$ cat config.mk
export PLATFORM = sky130hd
export DESIGN_NAME = sssp_ram
export DESIGN_NICKNAME = d
export VERILOG_FILES = /design/src/design/sssp_ram.sv
export SDC_FILE = /design/constraint.sdc
export NUM_CORES = 1
export LEC_CHECK = 0
export BUFFER_PORTS_ARGS = -buffer_cell sky130_fd_sc_hd__buf_2
export CAP_MARGIN = 20
export CORE_AREA = 5 5 204 226
export DETAILED_ROUTE_END_ITERATION = 16
export DIE_AREA = 0 0 209 231
export GPL_ROUTABILITY_DRIVEN = 1
export GPL_TIMING_DRIVEN = 1
export PLACE_DENSITY_LB_ADDON = 0.2
export SLEW_MARGIN = 20
export SYNTH_ARGS = -nofsm -noshare
export SYNTH_HDL_FRONTEND = slang
export SYNTH_SLANG_ARGS = --single-unit
export TNS_END_PERCENT = 20
$ cat constraint.sdc
create_clock -name clk -period 2.5 [get_ports clk]
set_input_delay 0.75 -clock clk [delete_from_list [all_inputs] [get_ports clk]]
set_output_delay 0.75 -clock clk [all_outputs]
set_load 0.01 [all_outputs]
$ cat src/design/sssp_ram.sv
// Generic single-write, single-read RAM with a registered read port.
// Standalone; holds the adjacency matrix and the distance table.
`default_nettype none

module sssp_ram #(
	parameter int WIDTH = 8,
	parameter int DEPTH = 64
) (
	input  wire logic                     clk,
	input  wire logic                     we,
	input  wire logic [$clog2(DEPTH)-1:0] waddr,
	input  wire logic [WIDTH-1:0]         wdata,
	input  wire logic [$clog2(DEPTH)-1:0] raddr,
	output      logic [WIDTH-1:0]         rdata
);

	logic [WIDTH-1:0] mem [DEPTH];

	always_ff @(posedge clk) begin
		if (we) begin
			mem[waddr] <= wdata;
		end
		rdata <= mem[raddr];
	end

endmodule

`default_nettype wire

## After elaboration in Yosys (flattened, before gate mapping)

Memory sizes are Yosys's and may differ from the RTL's. A register that Yosys moved wholly into a read port is not among the register bits.
Index checks and enable logic that the tools add are counted.

| operators by class | value |
|---|---|
| multiplexer cells | 2 |

Operators with widths:

| kind | number |
|---|---|
| 1-bit two-way mux | 2 |

| storage, ports and cells | value |
|---|---|
| flip-flop bits (word level) | 0 |
| RAM bits | 512 |
| word-level logic and storage cells | 3 |
| memories | 1 |

Memories:

| memory | words | bits a word | read ports | clocked after memory_dff | wr ports | line | text |
|---|---|---|---|---|---|---|---|
| mem | 64 | 8 | 1 | 1 | 1 | 17 | `logic [WIDTH-1:0] mem [DEPTH];` |

## Depth between registers and ports, before layout

| logic depth | value |
|---|---|
| depth in word-level cells | 2 |
| gate-level depth with buffers | 9 |
| depth with buffers taken out | 5 |

## Least setup slack after synthesis

No wires, ideal clock.

| timing path | value |
|---|---|
| path type | input -> register |
| from | input raddr[1] |
| to | register rdata[3] (read register of mem) |
| arrival time | 2.290 ns |
| data required time | 2.372 ns |
| path slack | 0.082 ns |
| cell stages on the path | 7 |
| cells stage by stage | buf_4 -> buf_2 -> buf_2 -> mux4_2 -> mux4_2 -> o21ai_1 -> o41ai_1 |

RTL lines:

| what | line | text |
|---|---|---|
| from (decl) | 13 | `input wire logic [$clog2(DEPTH)-1:0] raddr,` |
| to (decl) | 14 | `output logic [WIDTH-1:0] rdata` |

==> key figures <==
Timing
  – RSZ-0062 raised after global routing: no
  – Clk_skew: 0.0102 ns
  – Part of the cycle the worst path needs: 96.8%
  – Slew headroom: 29.1%
  – Worst slew pin tran: 1.06 ns
  – Final hold slack: 0.644 ns
  – Fin. Hold Viols: 0
  – Final setup TNS: 0 ns
  – Max-slew violation count: 0
  – Fmax: 0.413 GHz
  – Min cycle time layout: 2.42 ns
  – Final setup vio count: 0

Synth
  – Synthesized instance count: 940
  – Synthesized flop and latch total: 520
  – Syn_nets: 962
  – Post-synth top flop: edfxtp_1
  – Post-synth ARST share: 0%
  – YS warnings: 0
  – Register area share after synthesis: 77.0%
  – Cell Area, Synth: 0.0202 sq mm
  – Post-synth EDFFs: 512
  – Cell variety after synth: 40
  – Mean Syn Cell Area: 21.5 sq um

Setup path
  – CP endpoint kind: flip-flop
  – CP peak stage delay: 0.52 ns
  – Worst setup path category: primary input to flip-flop
  – Top Family by Delay on Critical Path: multiplexers
  – FF-to-FF path depth: 4
  – Crit path arrival time: 2.85 ns
  – Crit-path slowest cell: mux4_2
  – Crit-path max FO: 13
  – CP Launch Type: primary input
  – Crit path required time: 2.93 ns
  – Bufs and invs on worst path: 3
  – Worst-path cell chain: clkbuf_8 -> buf_12 -> buf_12 -> mux4_2 -> mux4_2 -> o21ai_0 -> nand2_1
  – Crit. path cell count: 7
  – Setup slack, reg-to-reg: 0.38 ns

Worst hold path
  – Worst hold path type: primary input to flip-flop
  – Worst hold stages: 3

Floorplanning
  – CORE AREA: 0.0438 sq mm
  – Die Ht: 231 microns
  – I/O Pins: 30
  – Total die area: 0.0483 sq mm
  – Row count: 81
  – Die X: 209 microns
  – Starting density of the core: 46.1%

Power
  – PwrDens: 773 mW/mm^2
  – Leak: 7.82 nW
  – Overall power: 18.5 mW
  – Worst vdd ir: 381 uV

Route
  – Final antenna-violating net count: 0
  – First DRT Iteration DRCs: 974
  – Drt drc: 0
  – TritonRoute pass-1 iters: 5
  – Total number of vias: 9,926
  – WL/cell: 26.6 microns
  – Vias per cell: 5.66
  – Total wire length: 46,700 microns

Clock tree
  – CTS max path bufs: 3
  – H-tree lvl count: 2
  – Root Driver: clkbuf_16
  – Clock Latency Late Sink: 0.57 ns
  – CTS tree: done
  – Reg clk slew, reported paths: 0.06 ns
  – Clock sink count: 520
  – CTS buffer count: 49
  – Post-CTS Hold Fix Bufs: 0
  – Post-CTS Repair Setup Buffers: 0
  – Post_cts resized: 0

Status
  – Status: complete, no violations

Placed design
  – Port bufs: 29
  – Cell area after placement: 0.0222 sq mm
  – Hpwl dp: 30,400 microns
  – Final GP Congestion: 0.819

Finish
  – Share of layout cells above drive strength 1: 35.2%
  – Final Instance Area: 0.0239 sq mm
  – Area of the multi-input gates: 0.00432 sq mm
  – Area grow syn2layout: 18.5%
  – FF+latch area: 0.0155 sq mm
  – Final core area utilization: 54.6%
  – Nets: 1,155
  – Fillers: 3,343
  – Commonest non-fill, non-tap cell in the layout: edfxtp_1
  – Commonest non-fill, non-tap cells in the layout: edfxtp_1 (512), buf_4 (149), mux4_2 (126)
  – Ant. Diodes: 0

GRT
  – First-pass GRT wire length: 69,500 microns
  – GR Util All Layers: 19.5%
  – Initial antenna violation count: 0
  – Largest net degree at the start of global routing: 65
  – GRT Residual Overflow: 0
  – Vias in the first global route: 10,507

Flow run
  – Max Cap Viol: 0
## metal layers
metal | vias to the layer above | global-route usage [%] | share of wire [%]
met5 | - | 0 | 0
met4 | 0 | 5.77 | 2.8
met3 | 66 | 3.32 | 6.1
met2 | 299 | 32.2 | 50
met1 | 5250 | 27.0 | 41
li1 | 4311 | - | -
## Yosys cell counts, drive strengths merged, types with 3 or more instances
cell type / n / share of area [%]
mux2: 13 / 0.73
nor2: 83 / 1.5
nand3: 13 / 0.32
edfxtp: 512 / 76
nand2: 19 / 0.35
a211oi: 4 / 0.15
o2111ai: 3 / 0.13
nor2b: 14 / 0.43
clkbuf: 17 / 0.32
a221oi: 6 / 0.26
nand3b: 3 / 0.11
o2bb2ai: 3 / 0.13
nor3: 7 / 0.17
nand2b: 7 / 0.22
o22ai: 8 / 0.25
buf: 34 / 1.3
a22oi: 3 / 0.11
mux2i: 23 / 1.1
a21oi: 3 / 0.074
o21ai: 4 / 0.099
mux4: 126 / 14
o221ai: 8 / 0.35
dfxtp: 8 / 0.79
## power breakdown
part | total [mW] | leakage, nW | internal, mW | switching [mW]
Sequential | 9.68 | 4.67 | 9.65 | 0.0293
Combinational | 1.02 | 2.31 | 0.441 | 0.582
Clock | 7.78 | 0.831 | 4.64 | 3.13
## metrics by stage
step / instances / setup slack (ns)
floorplan: 940 / 0.0823
global placement: 1663 / -0.576
detailed placement: 1663 / -0.571
CTS: 1755 / 0.0472
global route: 1755 / 0.000809
finish: 1755 / 0.0804
## worst reg2reg max path, delay by kind of cell (launching register included)
kind | cells | cell delay (ns)
multiplexers | 2 | 1.02
AO/OA/AOI/OAI | 1 | 0.51
flip-flops | 1 | 0.38
AND/OR/NAND/NOR | 1 | 0.09
## registers in the layout, summed over array words and instances, names as in the netlist
name / count
rdata: 8
mem: 512
## cell type report
type,instances,area share (%)
clock inverters,25,1.31
multi-input cells,369,18.1
flip-flops and latches,520,65.0
well taps,581,3.04
clock buffers,67,5.84
repair buffers,193,6.77
## final timing paths
check | startpoint | endpoint
max reg2reg | mem[54][7] | rdata[7]
min | raddr[5] | rdata[4]
max | raddr[0] | rdata[7]
min reg2reg | mem[31][4] | rdata[4]
## kinds of logic after synthesis
family	count (synthesis)	share of synthesized area (%)
muxes	162	15.9
buffers and inverters	51	1.57
and+or+nand+nor	153	3.39
AOI/OAI and AO/OA	54	2.07
DFF	520	77.0
(Power assumes the default switching activity.)
