===== config.mk =====
export PLATFORM = sky130hd
export DESIGN_NAME = sssp_relax
export DESIGN_NICKNAME = d
export VERILOG_FILES = /design/src/design/sssp_pkg.sv /design/src/design/sssp_relax.sv
export SDC_FILE = /design/constraint.sdc
export NUM_CORES = 1
export LEC_CHECK = 0
export ABC_AREA = 1
export BUFFER_PORTS_ARGS = -buffer_cell sky130_fd_sc_hd__buf_2
export CAP_MARGIN = 25
export CORE_UTILIZATION = 30
export DETAILED_ROUTE_END_ITERATION = 12
export PLACE_DENSITY = 0.68
export SLEW_MARGIN = 20
export SYNTH_ARGS = -nofsm -noshare
export SYNTH_HDL_FRONTEND = slang
export SYNTH_SLANG_ARGS = --single-unit

===== constraint.sdc =====
create_clock -name vclk -period 7.8
set_input_delay 1.56 -clock vclk [all_inputs]
set_output_delay 1.56 -clock vclk [all_outputs]
set_load 0.02 [all_outputs]

===== src/design/sssp_pkg.sv =====
// Shared types and constants for the shortest-path core.
// Used by the core and the relaxation unit; depends on nothing else.
`default_nettype none

package sssp_pkg;

	// Widths of the request and result fields.
	localparam int REQ_W          = 2;
	localparam int NODE_FIELD_W   = 6;
	localparam int WEIGHT_FIELD_W = 16;
	localparam int DIST_W         = 22;
	localparam int CFG_DATA_W     = 7;
	localparam int CFG_IDX_W      = 1;

	// Default sizing of the core.
	localparam int MAX_NODES_DEF   = 64;
	localparam int WEIGHT_BITS_DEF = 16;

	// Largest distance; longer sums saturate here.
	localparam logic [DIST_W-1:0] DIST_MAX = {DIST_W{1'b1}};

	// Reset values of the configuration registers.
	localparam logic [CFG_DATA_W-1:0]   NODE_COUNT_RESET = 7'd64;
	localparam logic [NODE_FIELD_W-1:0] SOURCE_RESET     = 6'd0;

	// Request codes.
	localparam logic [REQ_W-1:0] REQ_CLEAR = 2'd0;
	localparam logic [REQ_W-1:0] REQ_EDGE  = 2'd1;
	localparam logic [REQ_W-1:0] REQ_SOLVE = 2'd2;

	// Configuration register indexes.
	localparam logic [CFG_IDX_W-1:0] CFG_NODE_COUNT = 1'd0;
	localparam logic [CFG_IDX_W-1:0] CFG_SOURCE     = 1'd1;

	// Sequencer states.
	typedef enum logic [2:0] {
		ST_CLEAR,
		ST_IDLE,
		ST_EDGE_AB,
		ST_EDGE_BA,
		ST_SOLVE,
		ST_RELAX,
		ST_EMIT
	} state_t;

	// Verdict of the relaxation unit for one neighbor.
	typedef struct packed {
		logic              write;      // store value as the node's new distance
		logic              reached;    // node is reached after this step
		logic              candidate;  // node is the nearest open node so far
		logic [DIST_W-1:0] value;      // node's distance after this step
	} relax_res_t;

endpackage

`default_nettype wire


===== src/design/sssp_relax.sv =====
// Shared relaxation unit: one saturating add and the distance compares.
// Depends on sssp_pkg for the distance width and the result struct.
`default_nettype none

module sssp_relax #(
	parameter int WEIGHT_BITS = sssp_pkg::WEIGHT_BITS_DEF
) (
	input  wire logic [WEIGHT_BITS:0]         edge_word,
	input  wire logic [sssp_pkg::DIST_W-1:0]  best_k,
	input  wire logic [sssp_pkg::DIST_W-1:0]  best_old,
	input  wire logic                         is_reached,
	input  wire logic                         is_finished,
	input  wire logic                         found,
	input  wire logic [sssp_pkg::DIST_W-1:0]  min_dist,
	output      sssp_pkg::relax_res_t         res
);

	localparam int DW    = sssp_pkg::DIST_W;
	localparam int SUM_W = ((WEIGHT_BITS > DW) ? WEIGHT_BITS : DW) + 1;

	logic [SUM_W-1:0] sum;
	logic [DW-1:0]    sum_sat;
	logic             do_write;
	logic [DW-1:0]    value;
	logic             now_reached;

	always_comb begin
		sum = SUM_W'(best_k) + SUM_W'(edge_word[WEIGHT_BITS-1:0]);
		sum_sat = (sum > SUM_W'(sssp_pkg::DIST_MAX)) ? sssp_pkg::DIST_MAX : sum[DW-1:0];
		// A finished node is never revisited; an edge improves an unreached
		// node always and a reached one only when strictly shorter.
		do_write = !is_finished && edge_word[WEIGHT_BITS] &&
			(!is_reached || (sum_sat < best_old));
		value = do_write ? sum_sat : best_old;
		now_reached = is_reached || do_write;
		res.write = do_write;
		res.reached = now_reached;
		res.value = value;
		// Strict compare keeps the lowest index on a tie.
		res.candidate = !is_finished && now_reached && (!found || (value < min_dist));
	end

endmodule

`default_nettype wire


======== Word-level counts from Yosys, hierarchy flattened ========
Cells that the tools add are included.
storage, ports and cells
  register bits after elaboration ......... 0
  latch bits .............................. 0
  memory bits (writable) .................. 0
  bits in read-only memories .............. 0
  memories ................................ 0
operators by class
  $add $sub $neg .......................... 1
  $mul .................................... 0
  divide/modulo/power cells ............... 0
  order comparisons ....................... 3
  equal/unequal tests ..................... 0
  shifts and indexed selects .............. 0
  multiplexer cells ....................... 2
  bitwise operators ....................... 0
  reduce and logical (&&, ||, !) cells .... 10
operators with widths
  kind                                                                                number
  22-bit less-than comparator                                                         2
  22-bit two-way mux                                                                  2
  22-bit by 16-bit adder with 23-bit output                                           1
  23-bit by 22-bit greater-than comparator with 1-bit output (second input constant)  1
  1-bit logical AND                                                                   4
  1-bit logical NOT                                                                   3
  1-bit logical OR                                                                    3

======== Logic depth before layout (Yosys ltp) ========
Gate-level depths: netlist of the first run.
  word-level depth ........................ 10
  mapped depth ............................ 33

======== Least setup slack after synthesis of the first run ========
Ideal clock, no wire load.
  path kind ............................... input to output
  from .................................... input port edge_word[2]
  to ...................................... output port res[22] (netlist bit)
  data arrival time ....................... 6.318 ns
  required time ........................... 6.240 ns
  setup slack ............................. -0.078 ns
  stages .................................. 30
  buffers on the path ..................... 1
  cell sequence ........................... ha_1 -> a21o_1 -> a31oi_1 -> o21ai_1 -> a21oi_1 -> o21ai_2 -> a21oi_1 -> o21ai_1 -> nand2_1 -> o21ai_0 -> a21o_1 -> ha_1 -> nand4_1 -> nor3_1 -> nor4b_1 -> nand2_1 -> nand2_1 -> nand2_2 -> nand2_2 -> inv_2 -> buf_2 -> o21ai_0 -> ha_1 -> a21oi_1 -> nor2_1 -> a211oi_1 -> o221ai_1 -> a21oi_1 -> nand2_1 -> a21oi_2
RTL lines
  element          line              RTL
  start, declared  sssp_relax.sv:8   input wire logic [WEIGHT_BITS:0] edge_word,
  end, declared    sssp_relax.sv:15  output sssp_pkg::relax_res_t res

==> results of run 1 <==
==> what timing repair did <==
item | 4_1_cts | 5_1_grt
gates cloned | 0 | 2
buffers inserted | 1 | 8
hold endpoints to repair | 0 | 0
gates resized for setup | 9 | 51
endpoints found under the setup margin | 1 | 1
pin swaps | 1 | 25
==> kinds of logic after synthesis <==
logic type                 after synthesis  synth area share, %
AOI/OAI and AO/OA                       90                 22.5
xor gates and xnor gates                11                 4.22
adders and majority gates               59                 32.7
buffers and inverters                   74                 12.7
and+or+nand+nor                        148                 27.9
==> per-layer routing <==
| layer | vias to the layer above | global-route usage [%] |
|---|---|---|
| li1 | 1616 | - |
| met1 | 1311 | 22.0 |
| met2 | 66 | 31.9 |
| met3 | 4 | 0.0923 |
| met4 | 0 | 1.59 |
| met5 | - | 0 |
==> placed cells by master, fill, tap and decap left out, drive strengths merged, types with 2 or more instances in the layout <==
master  instances
o221ai          4
nor3            3
nand4           6
inv            68
nand3           6
nand2         103
a21oi          36
o21ai          36
a211oi          6
nor2           22
or2             4
ha             58
a31oi           4
xor2            9
xnor2           2
buf           171
a21o            2
==> path summary, 6_finish.rpt <==
| kind | to | slack [ns] | depth (start not counted) |
|---|---|---|---|
| setup / recovery | res[22] | 0.05 | 33 |
| hold / removal | res[22] | 3.37 | 3 |
==> area by class of cell <==
type               instances  area [um^2]  share of cell area [%]
inverters                 67          264                    7.34
repair buffers           171         1020                    28.3
repair inverters           2         20.0                   0.557
well taps                 99          124                    3.45
multi-input cells        308         2170                    60.4
==> power breakdown <==
part | switching, W | internal (W)
registers | 0 | 0
clock network | 0 | 0
logic | 0.000165 | 0.000137
total | 0.000165 | 0.000137
==> per-stage QoR <==
step                      power, W  std cells  TNS [ns]  area [um^2]
after floorplan           0.000166        382         0         2280
after global placement    0.000266        636   -0.0992         3300
after detailed placement  0.000272        636    -0.291         3300
after CTS                 0.000278        637         0         3350
after global routing      0.000342        647    -0.336         3590
final                     0.000302        647         0         3590
==> worst max-delay path, delay by kind of cell <==
family / cells / cell delay [ns]
AO/OA/AOI/OAI: 15 / 2.17
AND/OR/NAND/NOR: 11 / 1.19
buffers and inverters: 4 / 0.44
adder cells (fa/ha/maj): 3 / 0.81
==> results.toml, run 1 <==
[run_status]
status = "complete, no violations"

[floorplanning]
die_y_um = 89.2
dieArea_um2 = 7960
die_w_um = 89.2
core_area_um2 = 7290
start_util_pct = 31.3
row_count = 31
ios = 111

[route]
avgViaCountPerCell = 4.63
wl_met3_um = 262
routed-wl-met2_um = 3640
wire_per_inst_um = 11.2
drtIter0Drc = 95
antenna_left = 0
vias = 2997
totalWireLength_um = 7230
first_pass_iters = 4
routed.top_layer = "met4"
drc = 0
wl_met1_um = 3270

[synthesis]
ys_seq_area_share_pct = 0
synth_top_cell_by_area = "ha_1"
ys_warn_count = 0
yosysTopAreaCellShare_pct = 31.8
syn_area_um2 = 2280
synthCells = 382
synth_cell_types = 36
synth_common_cells = "nand2_1 (98), inv_1 (65), ha_1 (58), a21oi_1 (34), o21ai_0 (32)"
avgSynthCellArea_um2 = 5.97
synthesis.nets = 527
synthTopCellsByArea = "ha_1 (32%), nand2_1 (16%), inv_1 (11%)"
synth.most_common_cell = "nand2_1"

[timing]
max_freq_mhz = 129
finalHoldViolCount = 0
fin_crit_ns = 7.75
worstMarginPinSlew_ns = 0.494
finalCritPeriodShare_pct = 99.4
setup_ws_ns = 0.0505
rsz0062_at_grt = "true"
holdWs_ns = 3.37
slew_headroom_pct = 67.0
final_max_slew_viol_count = 0
setup_viol = 0

[worst_setup_path]
critPathRequiredTime_ns = 6.24
cp_data_arrival_time_ns = 6.19
critPathMaxFanout = 12
crit_slowest_cell = "ha_4"
start_kind = "input pin"
startpoint = "best_k[2]"
critical_path_class = "in -> out"
crit_path_end_kind = "output port"
cpMostUsedCell = "nand2_1"
slowest_delay_ns = 0.29

[layout]
nets = 695
regArea_um2 = 0
fill_cells = 768
post-route-util_pct = 49.3
drive_gt1_share_pct = 40.1
clock_buffers = 0
antenna_cells = 0
area_growth_pct = 57.6
design.seq.count = 0

[pwr]
p_leak_nw = 2.08
vdd_drop_max_uv = 30.8
p_per_area_nw_per_um2 = 84.1

[grt]
grt_pass1_wl_um = 11000
grt_start_max_net_pins = 26
grt_pass1_vias = 2701
antenna_found_initial = 0
grtUsageTotal_pct = 16.8
overflow = 0

[place]
dp_hpwl_um = 6320
io_buffers = 111
gp_congestion = 0.858
place_ws_ns = -0.291

[clock_tree]
cts_hold_buf = 0

[run]
maxCapViolCount = 0

[min_path]
worstHoldStart = "found"
min_path_type = "in -> out"
Note: power is estimated with default switching activity, not from simulation.
==> inputs of run 2 (changes only) <==
CORE_ASPECT_RATIO = 1.1   (was default)
PLACE_DENSITY = 0.7   (was 0.68)
SLEW_MARGIN = default   (was 20)
clock period = 6.27 ns   (was 7.8 ns; I/O delays follow)
==> run 2 against run 1 <==
Net effect: first-iteration DRC count shrank 49%; non-clock buffer count grew 40; the run now ends with negative setup slack left; critical path depth is the same; global-route usage grew 0.95 points; total power grew 56%; worst setup slack lost 0.95 ns; combinational power grew 56%; utilization grew 11 points; sequential share of layout area is the same; worst hold slack lost 0.59 ns.
==> results.toml, run 2 (synthesized netlist as in run 1, its figures left out) <==
[run_status]
status = "finished with violations"
failed_checks = "negative setup slack"

[place]
gp_congestion = 0.848
place_ws_ns = -1.03
dp_hpwl_um = 6490
io_buffers = 111

[worst_setup_path]
critPathRequiredTime_ns = 5.02
start_kind = "input pin"
critical_path_class = "in -> out"
critPathMaxFanout = 10
crit_slowest_cell = "or3_1"
crit_family = "simple AND/OR/NAND/NOR gates"
cpMostUsedCell = "nand2_2"
cp_data_arrival_time_ns = 5.92
slowest_delay_ns = 0.37
crit_path_end_kind = "output port"
worst-path-buf-inv = 6

[layout]
fill_cells = 640
nets = 736
post-route-util_pct = 60.6
antenna_cells = 0
final_cell_mix = "buf_4 (96), buf_2 (90), nand2_1 (82)"
clock_buffers = 0
design.seq.count = 0
drive_gt1_share_pct = 49.6
final_common_cell = "buf_4"
area_growth_pct = 90.5
regArea_um2 = 0

[route]
first_pass_iters = 4
vias = 3255
antenna_left = 0
totalWireLength_um = 7950
avgViaCountPerCell = 4.83
drc = 0
drtIter0Drc = 48
wire_per_inst_um = 11.8

[floorplanning]
row_count = 32
ios = 111
core_area_um2 = 7170
die_w_um = 85.1
dieArea_um2 = 7960
start_util_pct = 31.8
die_y_um = 93.5

[timing]
fin_crit_ns = 7.17
worstMarginPinSlew_ns = 0.454
setup_ws_ns = -0.901
rsz0062_at_grt = "true"
final_max_slew_viol_count = 0
holdWs_ns = 2.78
slew_headroom_pct = 69.4
setup_viol = 1
finalHoldViolCount = 0
max_freq_mhz = 139
finalCritPeriodShare_pct = 114

[grt]
grt_pass1_wl_um = 12000
grt_start_max_net_pins = 21
overflow = 0
antenna_found_initial = 0
grtUsageTotal_pct = 17.8
grt_pass1_vias = 2933

[pwr]
power_w = 0.000471
p_leak_nw = 2.43
p_per_area_nw_per_um2 = 108
vdd_drop_max_uv = 60.8

[min_path]
min_path_type = "in -> out"

[run]
maxCapViolCount = 0
run 2: cell types whose count changed in the layout (fill, tap and decap cells not counted), sizes merged:
cell      change
buf          +39
clkinvlp      +1
clkbuf        +1
run 2: per-stage QoR:
stage                     setup TNS (ns)  instance area (um^2)  std cells
after detailed placement           -1.43                  3780        657
final                             -0.901                  4340        674
after global placement             -1.15                  3780        657
after CTS                         -0.797                  3840        661
after global routing               -2.64                  4340        674
after floorplan                   -0.339                  2520        382
run 2: timing repair:
item	4_1_cts	5_1_grt
setup buffers	3	10
hold endpoints to repair	0	0
pin swaps	2	32
cloned	1	3
hold buffers	0	0
gates resized for setup	10	93
setup endpoints to repair	9	18
run 2: report_power, final:
group | total [W] | switching [W] | internal (W)
Combinational | 0.000471 | 0.000235 | 0.000235
Sequential | 0 | 0 | 0
Clock | 0 | 0 | 0
run 2: area by class of cell:
type | instances | area (um^2) | share of cell area, %
multi-input cells | 308 | 2440 | 56.2
repair buffers | 211 | 1500 | 34.6
inverters | 67 | 267 | 6.13
well taps | 85 | 106 | 2.45
repair inverters | 3 | 27.5 | 0.634
run 2: path summary, 6_finish.rpt:
path / cells past startpoint / slack [ns] / to / start
max: 33 / -0.90 / res[22] / edge_word[2]
min: 3 / 2.78 / res[22] / found
run 2: routing by layer:
metal	GRT usage (%)	vias up	routed length, um
met5	0	-	0
met4	0.847	0	25
met1	21.7	1458	3380
li1	-	1699	-
met2	35.3	96	4170
met3	0.883	2	373
